`config.mk`:
```
export PLATFORM = sky130hd
export DESIGN_NAME = thermal_hotspot_aim_and_spray_core
export DESIGN_NICKNAME = d
export VERILOG_FILES = /design/src/hw/rtl/thas_pkg.sv /design/src/hw/rtl/thermal_hotspot_aim_and_spray_core.sv
export SDC_FILE = /design/constraint.sdc
export NUM_CORES = 1
export LEC_CHECK = 0
export ABC_AREA = 1
export BUFFER_PORTS_ARGS = -buffer_cell sky130_fd_sc_hd__buf_2
export CORE_MARGIN = 5
export CORE_UTILIZATION = 35
export DETAILED_ROUTE_END_ITERATION = 8
export GPL_ROUTABILITY_DRIVEN = 1
export SYNTH_ARGS = -nofsm -noshare
export SYNTH_HDL_FRONTEND = slang
export SYNTH_SLANG_ARGS = --single-unit
```
`constraint.sdc`:
```
create_clock -name clk -period 6.1 [get_ports clk]
set_clock_uncertainty 0.1 [all_clocks]
set_input_delay 1.22 -clock clk [delete_from_list [all_inputs] [get_ports clk]]
set_output_delay 1.22 -clock clk [all_outputs]
set_load 0.01 [all_outputs]
```
`src/hw/rtl/thas_pkg.sv`:
```
package thas_pkg;

  // frame geometry
  localparam int FRAME_WIDTH  = 32;
  localparam int FRAME_HEIGHT = 32;
  localparam int COL_W        = $clog2(FRAME_WIDTH);
  localparam int ROW_W        = (FRAME_HEIGHT > 1) ? $clog2(FRAME_HEIGHT) : 1;

  // field widths
  localparam int PIX_W     = 8;
  localparam int DUR_W     = 16;
  localparam int THR_W     = 8;
  localparam int GAIN_W    = 16;
  localparam int REQ_W     = 8;
  localparam int BAND_W    = 5;
  localparam int COUNT_W   = 8;
  localparam int ELAPSED_W = 17;
  localparam int RATE_W    = 21;
  localparam int CFG_IDX_W = 2;
  localparam int CFG_DAT_W = 16;
  localparam int IN_DATA_W  = 24;
  localparam int OUT_DATA_W = 32;

  // distance and rate arithmetic
  localparam int DIST_W = (COL_W + 1 > BAND_W) ? COL_W + 1 : BAND_W;
  localparam int PROD_W = COL_W + 2 + GAIN_W + 1;
  localparam int RATE_LIMIT = 1048560;

  // register reset values
  localparam logic [THR_W-1:0]  THR_RST  = THR_W'(45);
  localparam logic [GAIN_W-1:0] GAIN_RST = GAIN_W'(1638);
  localparam logic [REQ_W-1:0]  REQ_RST  = REQ_W'(5);
  localparam logic [BAND_W-1:0] BAND_RST = BAND_W'(2);

  typedef enum logic [CFG_IDX_W-1:0] {
    REG_FIRE_THRESHOLD  = 2'd0,
    REG_TURN_GAIN       = 2'd1,
    REG_FRAMES_REQUIRED = 2'd2,
    REG_CENTRE_BAND     = 2'd3
  } cfg_reg_t;

  typedef enum logic [1:0] {
    CMD_START   = 2'd0,
    CMD_PIXEL   = 2'd1,
    CMD_TICK    = 2'd2,
    CMD_PREEMPT = 2'd3
  } cmd_t;

  typedef enum logic [1:0] {
    MODE_IDLE     = 2'd0,
    MODE_TURNING  = 2'd1,
    MODE_SPRAYING = 2'd2
  } mode_t;

  typedef enum logic [1:0] {
    OUTCOME_NONE    = 2'd0,
    OUTCOME_SUCCESS = 2'd1,
    OUTCOME_FAILED  = 2'd2
  } outcome_t;

endpackage

```
`src/hw/rtl/thermal_hotspot_aim_and_spray_core.sv`:
```
// path: an accepted item passes the read stage, the rate stage and the output register before its result is offered
// throughput: one item per cycle while the output is not stalled, set by the single read-modify-write per pixel
//   on the column-peak memory (read at accept, written back in the execute stage)
// reset: rst_n is synchronous and active low; it clears control state and loads
//   the register defaults; the column-peak memory is not cleared, the first row
//   of every frame overwrites it
module thermal_hotspot_aim_and_spray_core (
  input  logic                              clk,
  input  logic                              rst_n,
  // input stream
  input  logic                              in_tvalid,
  output logic                              in_tready,
  input  logic [thas_pkg::IN_DATA_W-1:0]    in_tdata,   // pixel_value[7:0], duration_ms[23:8]
  input  logic [1:0]                        in_tuser,   // cmd[1:0]
  // result stream
  output logic                              out_tvalid,
  input  logic                              out_tready,
  // phase[1:0], pump_on[2], turn_rate[23:3], rate_update[24], outcome[26:25], zero[31:27]
  output logic [thas_pkg::OUT_DATA_W-1:0]   out_tdata,
  // configuration write port
  input  logic                              cfg_we,
  input  logic [thas_pkg::CFG_IDX_W-1:0]    cfg_index,
  input  logic [thas_pkg::CFG_DAT_W-1:0]    cfg_wdata
);
  import thas_pkg::*;

  // configuration registers
  logic [THR_W-1:0]  thr_r;
  logic [GAIN_W-1:0] gain_r;
  logic [REQ_W-1:0]  req_r;
  logic [BAND_W-1:0] band_r;

  always_ff @(posedge clk) begin
    if (!rst_n) begin
      thr_r  <= THR_RST;
      gain_r <= GAIN_RST;
      req_r  <= REQ_RST;
      band_r <= BAND_RST;
    end else if (cfg_we) begin
      unique case (cfg_reg_t'(cfg_index))
        REG_FIRE_THRESHOLD:  thr_r  <= cfg_wdata[THR_W-1:0];
        REG_TURN_GAIN:       gain_r <= cfg_wdata[GAIN_W-1:0];
        REG_FRAMES_REQUIRED: req_r  <= cfg_wdata[REQ_W-1:0];
        REG_CENTRE_BAND:     band_r <= cfg_wdata[BAND_W-1:0];
        default: ;
      endcase
    end
  end

  // pipeline control: read stage, execute into rate stage, output register
  logic s1_valid_r, m_valid_r, out_valid_r;
  logic exec, m_adv, in_xfer;

  assign m_adv   = m_valid_r && (!out_valid_r || out_tready);
  assign exec    = s1_valid_r && (!m_valid_r || m_adv);
  assign in_tready = !s1_valid_r || exec;
  assign in_xfer = in_tvalid && in_tready;

  // committed block state
  mode_t                mode_r, mode_nxt;
  logic [COL_W-1:0]     col_r, col_nxt;
  logic [ROW_W-1:0]     row_r, row_nxt;
  logic [COL_W-1:0]     bc_r, bc_nxt;
  logic [PIX_W-1:0]     bv_r, bv_nxt;
  logic [COUNT_W-1:0]   count_r, count_nxt;
  logic [ELAPSED_W-1:0] elapsed_r, elapsed_nxt;
  logic [DUR_W-1:0]     spray_r, spray_nxt;

  // read stage payload
  cmd_t             s1_cmd_r;
  logic [PIX_W-1:0] s1_pix_r;
  logic [DUR_W-1:0] s1_dur_r;
  logic [PIX_W-1:0] rd_r;

  // column-peak memory
  logic [PIX_W-1:0] peak_mem [FRAME_WIDTH];
  logic             mem_we;
  logic [PIX_W-1:0] mem_wdata;
  logic [COL_W-1:0] col_fwd;

  // the column of an arriving item follows the item executing in the same cycle
  assign col_fwd = exec ? col_nxt : col_r;

  always_ff @(posedge clk) begin
    if (in_xfer) begin
      rd_r <= peak_mem[col_fwd];
    end
    if (exec && mem_we) begin
      peak_mem[col_r] <= mem_wdata;
    end
  end

  always_ff @(posedge clk) begin
    if (in_xfer) begin
      s1_cmd_r <= cmd_t'(in_tuser);
      s1_pix_r <= in_tdata[PIX_W-1:0];
      s1_dur_r <= in_tdata[PIX_W +: DUR_W];
    end
  end

  // execute stage results
  outcome_t                res_outcome;
  logic                    res_upd;
  logic                    res_fire;
  logic signed [COL_W:0]   res_d;

  always_comb begin
    logic [PIX_W-1:0]       peak_new;
    logic [PIX_W-1:0]       bv_base;
    logic [COL_W-1:0]       bc_base;
    logic [PIX_W-1:0]       bv_eval;
    logic [COL_W-1:0]       bc_eval;
    logic signed [COL_W:0]  d;
    logic [COL_W:0]         col_dist;
    logic                   centred;
    logic                   last_col, last_row;
    logic [ELAPSED_W-1:0]   elapsed_inc;

    mode_nxt    = mode_r;
    col_nxt     = col_r;
    row_nxt     = row_r;
    bc_nxt      = bc_r;
    bv_nxt      = bv_r;
    count_nxt   = count_r;
    elapsed_nxt = elapsed_r;
    spray_nxt   = spray_r;
    mem_we      = 1'b0;
    res_outcome = OUTCOME_NONE;
    res_upd     = 1'b0;
    res_fire    = 1'b0;

    last_col = (col_r == COL_W'(FRAME_WIDTH - 1));
    last_row = (row_r == ROW_W'(FRAME_HEIGHT - 1));

    // first row overwrites, later rows keep the maximum
    peak_new  = ((row_r == '0) || (s1_pix_r > rd_r)) ? s1_pix_r : rd_r;
    mem_wdata = peak_new;

    // running hottest column over the last row, restarting at column zero
    bv_base = (col_r == '0) ? '0 : bv_r;
    bc_base = (col_r == '0) ? '0 : bc_r;
    if (peak_new > bv_base) begin
      bv_eval = peak_new;
      bc_eval = col_r;
    end else begin
      bv_eval = bv_base;
      bc_eval = bc_base;
    end

    d        = $signed({1'b0, bc_eval}) - $signed((COL_W + 1)'(FRAME_WIDTH / 2));
    col_dist = d[COL_W] ? (COL_W + 1)'(-d) : (COL_W + 1)'(d);
    centred  = (DIST_W'(col_dist) < DIST_W'(band_r));
    res_d    = d;

    elapsed_inc = elapsed_r + ELAPSED_W'(1);

    unique case (s1_cmd_r)
      CMD_START: begin
        mode_nxt    = MODE_TURNING;
        col_nxt     = '0;
        row_nxt     = '0;
        bc_nxt      = '0;
        bv_nxt      = '0;
        count_nxt   = '0;
        elapsed_nxt = '0;
        spray_nxt   = s1_dur_r;
      end
      CMD_PIXEL: begin
        if (mode_r == MODE_TURNING) begin
          mem_we = 1'b1;
          if (last_row) begin
            bv_nxt = bv_eval;
            bc_nxt = bc_eval;
          end
          if (last_col) begin
            col_nxt = '0;
            row_nxt = last_row ? '0 : row_r + ROW_W'(1);
          end else begin
            col_nxt = col_r + COL_W'(1);
          end
          // end of frame: decide the rate or start spraying
          if (last_col && last_row) begin
            if (bv_eval < thr_r) begin
              res_upd = 1'b1;
            end else if (centred && (count_r >= req_r)) begin
              mode_nxt    = MODE_SPRAYING;
              elapsed_nxt = '0;
            end else begin
              if (centred) begin
                count_nxt = count_r + COUNT_W'(1);
              end
              res_upd  = 1'b1;
              res_fire = 1'b1;
            end
          end
        end
      end
      CMD_TICK: begin
        if (mode_r == MODE_SPRAYING) begin
          elapsed_nxt = elapsed_inc;
          if (elapsed_inc > ELAPSED_W'(spray_r)) begin
            mode_nxt    = MODE_IDLE;
            res_outcome = OUTCOME_SUCCESS;
          end
        end
      end
      CMD_PREEMPT: begin
        if (mode_r != MODE_IDLE) begin
          mode_nxt    = MODE_IDLE;
          res_outcome = OUTCOME_FAILED;
        end
      end
      default: ;
    endcase
  end

  always_ff @(posedge clk) begin
    if (!rst_n) begin
      mode_r    <= MODE_IDLE;
      col_r     <= '0;
      row_r     <= '0;
      bc_r      <= '0;
      bv_r      <= '0;
      count_r   <= '0;
      elapsed_r <= '0;
      spray_r   <= '0;
    end else if (exec) begin
      mode_r    <= mode_nxt;
      col_r     <= col_nxt;
      row_r     <= row_nxt;
      bc_r      <= bc_nxt;
      bv_r      <= bv_nxt;
      count_r   <= count_nxt;
      elapsed_r <= elapsed_nxt;
      spray_r   <= spray_nxt;
    end
  end

  // rate stage payload
  mode_t                 m_phase_r;
  outcome_t              m_outcome_r;
  logic                  m_upd_r;
  logic                  m_fire_r;
  logic signed [COL_W:0] m_d_r;

  always_ff @(posedge clk) begin
    if (exec) begin
      m_phase_r   <= mode_nxt;
      m_outcome_r <= res_outcome;
      m_upd_r     <= res_upd;
      m_fire_r    <= res_fire;
      m_d_r       <= res_d;
    end
  end

  // rate = -d * gain, saturated
  logic signed [COL_W+1:0]  neg_d;
  logic signed [PROD_W-1:0] prod;
  logic signed [31:0]       prod32;
  logic [RATE_W-1:0]        rate_sat;

  assign neg_d  = -($signed({m_d_r[COL_W], m_d_r}));
  assign prod   = PROD_W'(neg_d) * PROD_W'($signed({1'b0, gain_r}));
  assign prod32 = 32'(prod);

  always_comb begin
    if (!m_fire_r) begin
      rate_sat = '0;
    end else if (prod32 > 32'sd1048560) begin
      rate_sat = RATE_W'(RATE_LIMIT);
    end else if (prod32 < -32'sd1048560) begin
      rate_sat = RATE_W'(-RATE_LIMIT);
    end else begin
      rate_sat = prod32[RATE_W-1:0];
    end
  end

  // output register
  mode_t             out_phase_r;
  logic              out_pump_r;
  logic [RATE_W-1:0] out_rate_r;
  logic              out_upd_r;
  outcome_t          out_outcome_r;

  always_ff @(posedge clk) begin
    if (m_adv) begin
      out_phase_r   <= m_phase_r;
      out_pump_r    <= (m_phase_r == MODE_SPRAYING);
      out_rate_r    <= rate_sat;
      out_upd_r     <= m_upd_r;
      out_outcome_r <= m_outcome_r;
    end
  end

  // stage valid flags
  always_ff @(posedge clk) begin
    if (!rst_n) begin
      s1_valid_r  <= 1'b0;
      m_valid_r   <= 1'b0;
      out_valid_r <= 1'b0;
    end else begin
      if (in_xfer) begin
        s1_valid_r <= 1'b1;
      end else if (exec) begin
        s1_valid_r <= 1'b0;
      end
      if (exec) begin
        m_valid_r <= 1'b1;
      end else if (m_adv) begin
        m_valid_r <= 1'b0;
      end
      if (m_adv) begin
        out_valid_r <= 1'b1;
      end else if (out_tready) begin
        out_valid_r <= 1'b0;
      end
    end
  end

  assign out_tvalid = out_valid_r;
  assign out_tdata  = {5'b0, out_outcome_r, out_upd_r, out_rate_r, out_pump_r, out_phase_r};

endmodule
```
## Yosys cells after proc, flatten, opt, wreduce, memory -nomap -nowiden

Memories as Yosys holds them, arrays and structs flattened. A register that Yosys moved wholly into a read port is not among the register bits.
Index checks and enable logic that the tools add are counted.

- Add/sub/neg operators: 7
- $mul: 1
- Order comparisons: 8
- Equality and inequality tests: 20
- Multiplexer cells: 58
- Bitwise operators: 4
- Reductions and logical operators: 36

Operator list:

| operator | count |
|---|---|
| $mux W17 | 5 |
| $mux W8 | 10 |
| $pmux W17 S3 | 1 |
| $mux W5 | 10 |
| $pmux W8 S2 | 2 |
| $pmux W5 S2 | 3 |
| $gt A24 B21 Y1 const B | 1 |
| $lt A24 B21 Y1 const B | 1 |
| $mul A7 B17 Y24 | 1 |
| $mux W21 | 1 |
| $mux W20 | 1 |
| $ne A2 B2 Y1 const B | 9 |
| $add A17 B1 Y17 const B | 1 |
| $gt A17 B16 Y1 | 1 |
| $gt A8 B8 Y1 | 2 |
| $mux W2 | 8 |
| $mux W1 | 14 |
| $reduce_and A7 Y1 | 2 |
| $eq A2 B2 Y1 const B | 6 |
| $add A5 B1 Y5 const B | 2 |
| $eq A5 B5 Y1 const B | 2 |
| $logic_not A5 Y1 | 2 |
| $reduce_and A2 Y1 | 5 |
| $reduce_bool A2 Y1 | 5 |
| other kinds (22) | 39 |

- Bits in registers: 171
- RAM bits: 256
- Input bits: 49
- Output and inout port bits: 34
- Memories kept: 1

Memory list:

| memory | depth | bits a word | rd ports | clocked after Yosys merged registers in | wr ports | RTL line | source |
|---|---|---|---|---|---|---|---|
| peak_mem | 32 | 8 | 1 | 1 | 1 | thermal_hotspot_aim_and_spray_core.sv:76 | `logic [PIX_W-1:0] peak_mem [FRAME_WIDTH];` |

## Depth between registers and ports, before layout

Gate-level depths: netlist of the first run.

- Depth after elaboration: 15
- Gate-level depth with buffers: 41

## Worst setup path before layout of the first run

Ideal clock, no wire load.

- Path kind: register -> register
- Start: reg m_d_r[0]
- End: reg out_rate_r[10] (data pin)
- Setup time: 0.270 ns
- Arrival time: 6.087 ns
- Data required time: 5.730 ns
- Path slack: -0.357 ns
- Stages on the path, launching flop included: 32
- Buffers on the path: 3
- Cells stage by stage: edfxtp_1 -> clkbuf_1 -> inv_1 -> ha_1 -> nand2_1 -> inv_1 -> nor2_1 -> inv_1 -> clkbuf_1 -> nor2_1 -> fa_1 -> fa_1 -> fa_1 -> inv_1 -> fa_1 -> inv_1 -> ha_1 -> a21oi_1 -> o21ai_0 -> nor2_2 -> inv_2 -> a21oi_2 -> inv_2 -> a21oi_2 -> o21ai_2 -> a21oi_1 -> o21ai_0 -> xor2_1 -> inv_1 -> o21ai_2 -> buf_4 -> a21oi_1

- Cells in the longest elaborated chain, start to end: 5

RTL lines:

| item | RTL line | source |
|---|---|---|
| from (decl) | thermal_hotspot_aim_and_spray_core.sv:244 | `logic signed [COL_W:0] m_d_r;` |
| from (signal assigned) | thermal_hotspot_aim_and_spray_core.sv:252 | `m_d_r <= res_d;` |
| $neg A6 Y7 * | thermal_hotspot_aim_and_spray_core.sv:262 | `assign neg_d = -($signed({m_d_r[COL_W], m_d_r}));` |
| $mul A7 B17 Y24 * | thermal_hotspot_aim_and_spray_core.sv:263 | `assign prod = PROD_W'(neg_d) * PROD_W'($signed({1'b0, gain_r}));` |
| $lt A24 B21 Y1 | thermal_hotspot_aim_and_spray_core.sv:271 | `end else if (prod32 < -32'sd1048560) begin` |
| $mux W21 | thermal_hotspot_aim_and_spray_core.sv:271 |  |
| $mux W20 * | thermal_hotspot_aim_and_spray_core.sv:269 | `end else if (prod32 > 32'sd1048560) begin` |
| to (signal assigned) | thermal_hotspot_aim_and_spray_core.sv:289 | `out_rate_r <= rate_sat;` |
| to (decl) | thermal_hotspot_aim_and_spray_core.sv:281 | `logic [RATE_W-1:0] out_rate_r;` |

Mark *: on every way between the ends. The rest lies on a longest branch, timed or not.
A chain may end at the register's enable or synchronous reset.

## Worst setup path in the final report of the first run

- Start: reg m_d_r[0]
- End: reg out_rate_r[11] (data pin)

Same word-level chain as after synthesis.

==> results.json, run 1 <==
{
  "synth_area_mm2": 0.02290,
  "die_h_um": 265.8,
  "synth-warning-count": 0,
  "hp-class": "reg2reg",
  "ctsHoldBuffers": 0,
  "ys_async_sr_fraction_pct": 0,
  "antenna_left": 0,
  "dieWidth_um": 265.8,
  "crit_path_frequent_cell": "fa_1",
  "grt_util_all_layers_pct": 15.21,
  "reg2reg_from": "m_d_r[0]$_DFFE_PP_",
  "clock_sinks": 434,
  "setup.worst_path.end": "out_rate_r[11]$_SDFFCE_PN0P_",
  "overflow": 0,
  "n_antenna_cell": 0,
  "syn_to_final_growth_pct": 16.88,
  "cap_violations": 0,
  "ys_seq_area_share_pct": 52.27,
  "p_leak_nw": 10.72,
  "synthTopCellsByCount": "nor2_1 (336), edfxtp_1 (328), inv_1 (311)",
  "clockBufferDepth": 3,
  "start_kind": "flop",
  "worstPathRequired_ns": 6.45,
  "power_w": 0.007265,
  "io_pins": 83,
  "path_clk_slew_ns": 0.06,
  "status": "finished clean",
  "cts_tree": "built",
  "critPathMaxStageDelay_ns": 0.54,
  "reg2reg_slack_ns": 0.20,
  "grt_pass1_wl_mm": 87.11,
  "crit_slowest_cell": "fa_1",
  "crit_type": "reg2reg",
  "setup_viol": 0,
  "wl_per_cell_um": 16.99,
  "clock_latency_ns": 0.60,
  "dr.first_iter.drc_count": 1206,
  "core_region_area_mm2": 0.06458,
  "post-dp-hpwl_mm": 38.48,
  "timing.final.crit_share_pct": 96.66,
  "yosysTopAreaCellShare_pct": 43.01,
  "startpoint": "m_d_r[0]$_DFFE_PP_",
  "grt_pass1_vias": 16070,
  "grt_max_degree": 129,
  "drive_above_1_share_pct": 15.38,
  "cts_max_level": 2,
  "die_area_mm2": 0.07065,
  "route.detailed.drc": 0,
  "ys_types": 54,
  "power.density_mw_per_mm2": 271.4,
  "placed_area_mm2": 0.02452,
  "synth_edf_count": 328,
  "max_freq_mhz": 169.6,
  "ys_seq_elements": 434,
  "peakVddDrop_mv": 0.1788,
  "final_nets": 2666,
  "tightest_slew_ns": 1.046,
  "fin_hold_ws_ns": 0.3236,
  "worstReg2RegEnd": "out_rate_r[11]$_SDFFCE_PN0P_",
  "start_util_pct": 35.46,
  "synth_area_per_cell_um2": 9.936,
  "syn_inst": 2305,
  "root_buffer": "clkbuf_16",
  "ys.flop_type": "edfxtp_1",
  "cp-end-kind": "flop",
  "final_hold_viol_count": 0,
  "place_congestion": 0.8842,
  "rows": 93,
  "fin_area_mm2": 0.02677,
  "portBuffers": 77,
  "drt-total-wl_mm": 56.42,
  "via_per_inst": 5.004,
  "numCtsBuffers": 47,
  "reg2reg_depth": 31,
  "synth_most_common_cell": "nor2_1",
  "synth_area_leaders": "edfxtp_1 (43%), dfxtp_1 (9.3%), ha_1 (6.5%), fa_1 (6.1%), nor2_1 (5.5%)",
  "synth_top_area_cell": "edfxtp_1",
  "arrival_ns": 6.24,
  "num_vias": 16610,
  "max_slew_margin_pct": 30.01,
  "slew_viol_final": 0,
  "antenna_found_initial": 0,
  "fin_crit_ns": 5.896,
  "crit_fanout": 9,
  "dr.pass1.iters": 6
}
worst max-delay path, delay by kind of cell, from the launching register on:
kind,cells,cell delay (ns)
buffers and inverters,11,0.98
AND/OR/NAND/NOR,8,0.74
AO/OA/AOI/OAI,6,0.93
flip-flops,1,0.44
adder cells (fa/ha/maj),6,2.54
where the power goes:
part / switching [W] / internal [W]
registers: 0.0000262 / 0.00324
logic: 0.000689 / 0.000481
clock network: 0.00119 / 0.00164
total: 0.00190 / 0.00536
worst min path at each step:
stage | to | slack (ns) | cells after the start | start
global placement | out_upd_r$_DFFE_PP_ | 0.30 | 0 | m_upd_r$_SDFFCE_PN0P_
finish | out_outcome_r[0]$_DFFE_PP_ | 0.32 | 0 | m_outcome_r[0]$_DFFE_PP_
floorplan | out_outcome_r[0]$_DFFE_PP_ | 0.30 | 0 | m_outcome_r[0]$_DFFE_PP_
detailed placement | out_upd_r$_DFFE_PP_ | 0.31 | 0 | m_upd_r$_SDFFCE_PN0P_
global route | out_outcome_r[0]$_DFFE_PP_ | 0.33 | 0 | m_outcome_r[0]$_DFFE_PP_
CTS | out_outcome_r[0]$_DFFE_PP_ | 0.33 | 0 | m_outcome_r[0]$_DFFE_PP_
timing repair:
action,in CTS,in global routing
resized for setup,17,110
endpoints found under the hold margin,0,0
gates cloned,0,1
setup endpoints to repair,15,21
setup buffers,2,21
pin swaps,9,79
state kept, by name (all words and copies together), names as in the netlist, 5 cells and up:
name and cells:
count_r 8, band_r 5, bc_r 5, thr_r 8, col_r 5, peak_mem 256
gain_r 16, row_r 5, m_d_r 5, rd_r 8, s1_pix_r 8, elapsed_r 17
bv_r 8, s1_dur_r 16, spray_r 16, out_rate_r 21, req_r 8
cells by family after synthesis:
logic type                 share of synthesized area [%]
and+or+nand+nor                                    13.49
AOI/OAI and AO/OA                                  12.72
DFF                                                52.27
buffers and inverters                              7.419
adders and majority gates                          12.62
xor gates and xnor gates                           1.453
other                                            0.01637
stage by stage:
stage          utilization, %  TNS (ns)  instances  worst slack [ns]
6_report                41.45         0       3320            0.2036
5_1_grt                 41.45   -0.7365       3320          -0.09447
4_1_cts                 40.51         0       3298          0.005613
3_5_place_dp            37.97   -0.4468       3210          -0.09697
3_3_place_gp            37.97         0       3210           0.01982
2_1_floorplan               -         0       2309           0.01599
placed cells by master (no fill, tap or decap), types with 7 or more instances in the layout:
cell type    n
edfxtp_1   328
nor2_1     314
inv_1      294
nand2_1    278
o21ai_0    131
a21oi_1    123
dfxtp_1    106
ha_1       105
buf_2       77
buf_4       75
fa_1        69
nand3_1     48
clkbuf_16   47
o21bai_1    42
o311ai_0    40
o211ai_1    28
inv_2       26
nand4_1     24
o32ai_1     24
nand2_2     23
xor2_1      23
nor2_2      19
clkbuf_1    15
ha_4        14
nor3_1      13
buf_6       13
o21ai_1     11
a31oi_1     10
a21oi_2     10
xnor2_1      9
o21ai_2      8
o211a_1      8
a311oi_1     8
nor2_4       7
clkinv_1     7
layout make-up:
class,count,area (µm²)
inverter,325,1231
multi-input combinational,1450,9776
timing repair buffer,170,1190
clock buffer,65,1274
sequential,434,11970
fill,6140,37810
tap,855,1070
clock inverter,21,255.2
per-layer routing:
layer | up-vias | GRT usage, % | share of wire (%)
met5 | - | 0 | 0
met4 | 0 | 4.995 | 3.0
met3 | 99 | 2.078 | 4.9
met2 | 428 | 25.29 | 48
met1 | 8007 | 20.68 | 44
li1 | 8078 | - | -
Note: power is estimated with default switching activity, not from simulation.
==> inputs of run 2 (changes only) <==
--- a/config.mk
+++ b/config.mk
@@ -11,6 +11,7 @@
 export CORE_UTILIZATION = 35
 export DETAILED_ROUTE_END_ITERATION = 8
 export GPL_ROUTABILITY_DRIVEN = 1
+export PLACE_DENSITY_LB_ADDON = 0.25
 export SYNTH_ARGS = -nofsm -noshare
 export SYNTH_HDL_FRONTEND = slang
 export SYNTH_SLANG_ARGS = --single-unit
==> results.json, run 2 (synthesis gave the netlist of run 1 again) <==
{
  "mostFrequentLayoutCell": "edfxtp_1",
  "p_comb_share_pct": 15.9,
  "via_per_inst": 5.000,
  "p_sw_share_pct": 26.37,
  "reg2reg_from": "m_d_r[1]$_DFFE_PP_",
  "drive_above_1_share_pct": 16.02,
  "timing.final.crit_share_pct": 97.04,
  "start_kind": "flop",
  "drt-total-wl_mm": 57.13,
  "worstPathRequired_ns": 6.31,
  "crit_type": "reg2reg",
  "die_area_mm2": 0.07065,
  "worst_hold_path.endpoint": "out_outcome_r[0]$_DFFE_PP_",
  "max_slew_margin_pct": 24.71,
  "seq_power_share_pct": 43.9,
  "root_buffer": "clkbuf_16",
  "final_hold_viol_count": 0,
  "slew_viol_final": 0,
  "crit_path_frequent_cell": "fa_1",
  "numCtsBuffers": 48,
  "n_antenna_cell": 0,
  "core_region_area_mm2": 0.06458,
  "route.detailed.drc": 0,
  "cts_max_level": 2,
  "peakVddDrop_mv": 0.1808,
  "fillers": 6165,
  "crit_fanout": 6,
  "tightest_slew_ns": 1.125,
  "grt_setup_unrepaired": "true",
  "clock_latency_ns": 0.61,
  "portBuffers": 77,
  "grt_max_degree": 129,
  "reg2reg_slack_ns": 0.18,
  "whs_path_depth": 0,
  "grt_util_all_layers_pct": 15.60,
  "final_core_util_pct": 41.71,
  "min_from": "m_outcome_r[0]$_DFFE_PP_",
  "reg2reg_depth": 28,
  "clockBufferDepth": 3,
  "worstReg2RegEnd": "out_rate_r[11]$_SDFFCE_PN0P_",
  "ctsHoldBuffers": 0,
  "setup_viol": 0,
  "max_freq_mhz": 168.9,
  "grt_pass1_wl_mm": 89.56,
  "fin_crit_ns": 5.920,
  "arrival_ns": 6.13,
  "dr.first_iter.drc_count": 1107,
  "largest-register": "peak_mem",
  "netSwitchingPower_w": 0.001961,
  "path_clk_slew_ns": 0.06,
  "num_vias": 16600,
  "grt_use_met2_pct": 26.23,
  "grt_pass1_vias": 16380,
  "antenna_found_initial": 0,
  "cp-end-kind": "flop",
  "pwr-share-clk_pct": 40.3,
  "rows": 93,
  "die_h_um": 265.8,
  "cap_violations": 0,
  "met3_usage_pct": 2.604,
  "power.density_mw_per_mm2": 276.0,
  "post-dp-hpwl_mm": 38.67,
  "crit_slowest_cell": "fa_1",
  "start_util_pct": 35.46,
  "top_regs": "peak_mem: 256 flops, out_rate_r: 21 flops, elapsed_r: 17 flops",
  "antenna_left": 0,
  "overflow": 0,
  "io_pins": 83,
  "cts_tree": "built",
  "status": "finished clean",
  "dr.pass1.iters": 5,
  "grtUsageMet1_pct": 21.06,
  "place_congestion": 0.8694,
  "critPathMaxStageDelay_ns": 0.55,
  "final_nets": 2665,
  "fin_hold_ws_ns": 0.3394,
  "p_leak_nw": 10.80,
  "internal-power_w": 0.005475,
  "final_cell_mix": "edfxtp_1 (328), nor2_1 (312), inv_1 (300)",
  "largest_reg_flops": 256,
  "wl_per_cell_um": 17.20,
  "clock_sinks": 434,
  "top_usage_layer": "met2",
  "syn_to_final_growth_pct": 17.63,
  "hp-class": "reg2reg",
  "dieWidth_um": 265.8
}
-- run 2: timing repair --
item	CTS	global route
cloned	1	1
pin swaps	8	79
resized for setup	12	119
endpoints found under the setup margin	20	21
setup buffers	6	13
-- run 2: per-stage QoR --
| step | setup TNS [ns] | total power, W | cells | setup slack [ns] | cell area, µm² |
|---|---|---|---|---|---|
| after floorplan | 0 | 0.003983 | 2309 | 0.01599 | 22980 |
| after global placement | -0.3478 | 0.004323 | 3211 | -0.04879 | 24570 |
| after detailed placement | -1.544 | 0.004338 | 3211 | -0.09912 | 24570 |
| after CTS | 0 | 0.007366 | 3307 | 0.002949 | 26360 |
| after global routing | -1.250 | 0.007772 | 3321 | -0.1092 | 26940 |
| final | 0 | 0.007436 | 3321 | 0.1805 | 26940 |
-- run 2: per-layer routing --
layer  up-vias  wire length [µm]
met5         -                 0
met3        85              2736
met2       383             27660
met1      8060             25380
li1       8076                 -
met4         0              1344
-- run 2: layout make-up --
type / instances / area (µm²) / share of cell area (%)
clock buffers: 61 / 1313 / 4.872
clock inverters: 28 / 330.3 / 1.226
well taps: 855 / 1070 / 3.971
repair buffers: 168 / 1234 / 4.579
flip-flops and latches: 434 / 11970 / 44.44
inverters: 325 / 1231 / 4.570
multi-input cells: 1450 / 9791 / 36.34
-- run 2: worst max-delay path by stage --
stage,startpoint,to,slack [ns],cells after the start
global placement,m_d_r[0]$_DFFE_PP_,out_rate_r[16]$_SDFFCE_PN0P_,-0.05,30
floorplan,m_d_r[0]$_DFFE_PP_,out_rate_r[10]$_SDFFCE_PN0P_,0.02,31
global route,m_d_r[3]$_DFFE_PP_,out_rate_r[13]$_SDFFCE_PN0P_,-0.11,32
CTS,m_d_r[0]$_DFFE_PP_,out_rate_r[7]$_SDFFCE_PN0P_,0.003,32
finish,m_d_r[1]$_DFFE_PP_,out_rate_r[11]$_SDFFCE_PN0P_,0.18,28
detailed placement,m_d_r[0]$_DFFE_PP_,out_rate_r[17]$_SDFFCE_PN0P_,-0.1,30
-- run 2: power by group through the flow --
stage,sequential (W),clock [W],combinational [W]
CTS,0.00326,0.00306,0.00104
floorplan,0.00332,0,0.000659
finish,0.00326,0.00299,0.00118
global placement,0.00333,0,0.000996
detailed placement,0.00333,0,0.00101
global route,0.00327,0.00319,0.00132
-- run 2: worst max-delay path: cells and delay by family (launching register included) --
| kind | cells | cell delay (ns) |
|---|---|---|
| adders and majority gates | 6 | 2.46 |
| and+or+nand+nor | 8 | 0.87 |
| AOI/OAI and AO/OA | 5 | 0.82 |
| buffers and inverters | 8 | 0.81 |
| DFF | 1 | 0.40 |
| xor gates and xnor gates | 1 | 0.16 |
==> inputs of run 3 (changes only) <==
--- a/config.mk
+++ b/config.mk
@@ -7,8 +7,9 @@
 export LEC_CHECK = 0
 export ABC_AREA = 1
 export BUFFER_PORTS_ARGS = -buffer_cell sky130_fd_sc_hd__buf_2
+export CORE_ASPECT_RATIO = 1.75
 export CORE_MARGIN = 5
-export CORE_UTILIZATION = 35
+export CORE_UTILIZATION = 40
 export DETAILED_ROUTE_END_ITERATION = 8
 export GPL_ROUTABILITY_DRIVEN = 1
 export PLACE_DENSITY_LB_ADDON = 0.25
==> results.json, run 3 (synthesis gave the netlist of run 1 again) <==
{
  "status": "finished clean",
  "max_freq_mhz": 166.2,
  "p_leak_nw": 10.86,
  "numCtsBuffers": 42,
  "num_vias": 16820,
  "pwr-share-clk_pct": 38.4,
  "io_pins": 83,
  "drt-total-wl_mm": 60.70,
  "slew_viol_final": 0,
  "placed_area_mm2": 0.02464,
  "top_regs": "peak_mem: 256 flops, out_rate_r: 21 flops, elapsed_r: 17 flops",
  "grt_util_all_layers_pct": 19.05,
  "seq_power_share_pct": 44.7,
  "wl_per_cell_um": 18.69,
  "n_antenna_cell": 0,
  "core_region_area_mm2": 0.05704,
  "dr.pass1.iters": 5,
  "antenna_found_initial": 0,
  "dr.first_iter.drc_count": 1060,
  "largest-register": "peak_mem",
  "cp-end-kind": "flop",
  "ctsHoldBuffers": 0,
  "seq_area_mm2": 0.01197,
  "hp-class": "reg2reg",
  "root_buffer": "clkbuf_16",
  "fin_area_mm2": 0.02681,
  "rows": 116,
  "die_area_mm2": 0.06233,
  "crit_type": "reg2reg",
  "crit_fanout": 8,
  "cap_violations": 0,
  "drive_above_1_share_pct": 16.28,
  "dieWidth_um": 190.9,
  "start_kind": "flop",
  "syn_to_final_growth_pct": 17.06,
  "reg2reg_slack_ns": 0.08,
  "overflow": 0,
  "die_h_um": 326.5,
  "via_per_inst": 5.178,
  "peakVddDrop_mv": 0.2369,
  "power.density_mw_per_mm2": 272.6,
  "clock_latency_ns": 0.57,
  "critPathMaxStageDelay_ns": 0.54,
  "antenna_left": 0,
  "crit_slowest_cell": "fa_1",
  "route.detailed.drc": 0,
  "grt_max_degree": 66,
  "internal-power_w": 0.005399,
  "netSwitchingPower_w": 0.001909,
  "cts_tree": "built",
  "worstPathRequired_ns": 6.28,
  "path_clk_slew_ns": 0.06,
  "portBuffers": 77,
  "critical-path-top-delay-family": "adder cells",
  "tightest_slew_ns": 1.050,
  "worst-path-buf-inv": 8,
  "setup-tns-final_ns": 0,
  "post-dp-hpwl_mm": 43.83,
  "start_util_pct": 40.15,
  "cts_max_level": 2,
  "place_congestion": 0.9408,
  "arrival_ns": 6.20,
  "final_nets": 2686,
  "final_cell_mix": "edfxtp_1 (328), nor2_1 (316), inv_1 (302)",
  "grt_pass1_vias": 17200,
  "grt_pass1_wl_mm": 93.44,
  "clockBufferDepth": 3,
  "p_comb_share_pct": 17.0,
  "max_slew_margin_pct": 29.43,
  "final_hold_viol_count": 0,
  "grt_setup_unrepaired": "true",
  "largest_reg_flops": 256,
  "mostFrequentLayoutCell": "edfxtp_1",
  "fillers": 5344,
  "multi_input_area_mm2": 0.009794,
  "fin_crit_ns": 6.017,
  "timing.final.crit_share_pct": 98.64,
  "p_sw_share_pct": 26.12,
  "setup_viol": 0,
  "clock_sinks": 434
}
[run 3: cell types whose count changed in the layout (fill, tap and decap cells not counted), moves of 3 or more]
cell	previous run	this run
inv_2	19	16
nor2_4	9	6
ha_1	106	109
ha_4	12	9
buf_4	71	101
nor2_1	312	316
clkbuf_1	9	3
clkinv_1	7	10
o21ai_2	10	7
a21oi_4	3	6
a21oi_2	20	16
clkinvlp_4	5	0
clkbuf_16	51	45
[run 3: routing by layer]
metal | GRT usage (%) | vias up | wire length [µm]
met3 | 2.149 | 143 | 2218
met2 | 36.97 | 400 | 33630
met1 | 19.75 | 8173 | 21530
met4 | 9.813 | 0 | 3313
li1 | - | 8101 | -
met5 | 0 | - | 0
[run 3: what timing repair did]
action,4_1_cts,5_1_grt
resized for setup,18,105
endpoints found under the hold margin,0,0
pin swaps,8,67
buffers inserted,8,12
endpoints found under the setup margin,21,21
[run 3: power groups by stage]
| stage | logic [W] | registers [W] | clock network, W |
|---|---|---|---|
| after floorplan | 0.000659 | 0.00332 | 0 |
| after global placement | 0.00106 | 0.00333 | 0 |
| after detailed placement | 0.00108 | 0.00333 | 0 |
| after CTS | 0.00111 | 0.00326 | 0.00288 |
| after global routing | 0.00138 | 0.00327 | 0.00298 |
| final | 0.00124 | 0.00326 | 0.00280 |
[run 3: stage by stage]
stage	setup slack (ns)	power [W]	util [%]	std cells	hold slack (ns)
after floorplan	0.01599	0.003983	-	2309	0.3003
after global placement	-0.1427	0.004385	43.21	3151	0.3043
after detailed placement	-0.1881	0.004406	43.21	3151	0.3250
after CTS	0.004095	0.007251	46.04	3236	0.3404
after global routing	-0.1719	0.007623	47.00	3248	0.3479
final	0.08324	0.007308	47.00	3248	0.3369
[run 3: path summary, 6_finish.rpt]
path                                                from  depth (start not counted)                            to
worst min-delay path            m_outcome_r[0]$_DFFE_PP_                          0    out_outcome_r[0]$_DFFE_PP_
worst min register to register  m_outcome_r[0]$_DFFE_PP_                          0    out_outcome_r[0]$_DFFE_PP_
worst max register to register        m_d_r[2]$_DFFE_PP_                         29  out_rate_r[14]$_SDFFCE_PN0P_
worst max-delay path                  m_d_r[2]$_DFFE_PP_                         29  out_rate_r[14]$_SDFFCE_PN0P_
[run 3: layout make-up]
cell class,count,share of cell area (%)
flip-flops and latches,434,44.66
multi-input cells,1450,36.54
repair buffers,195,5.125
inverters,325,4.588
clock buffers,52,4.448
well taps,767,3.580
clock inverters,25,1.069
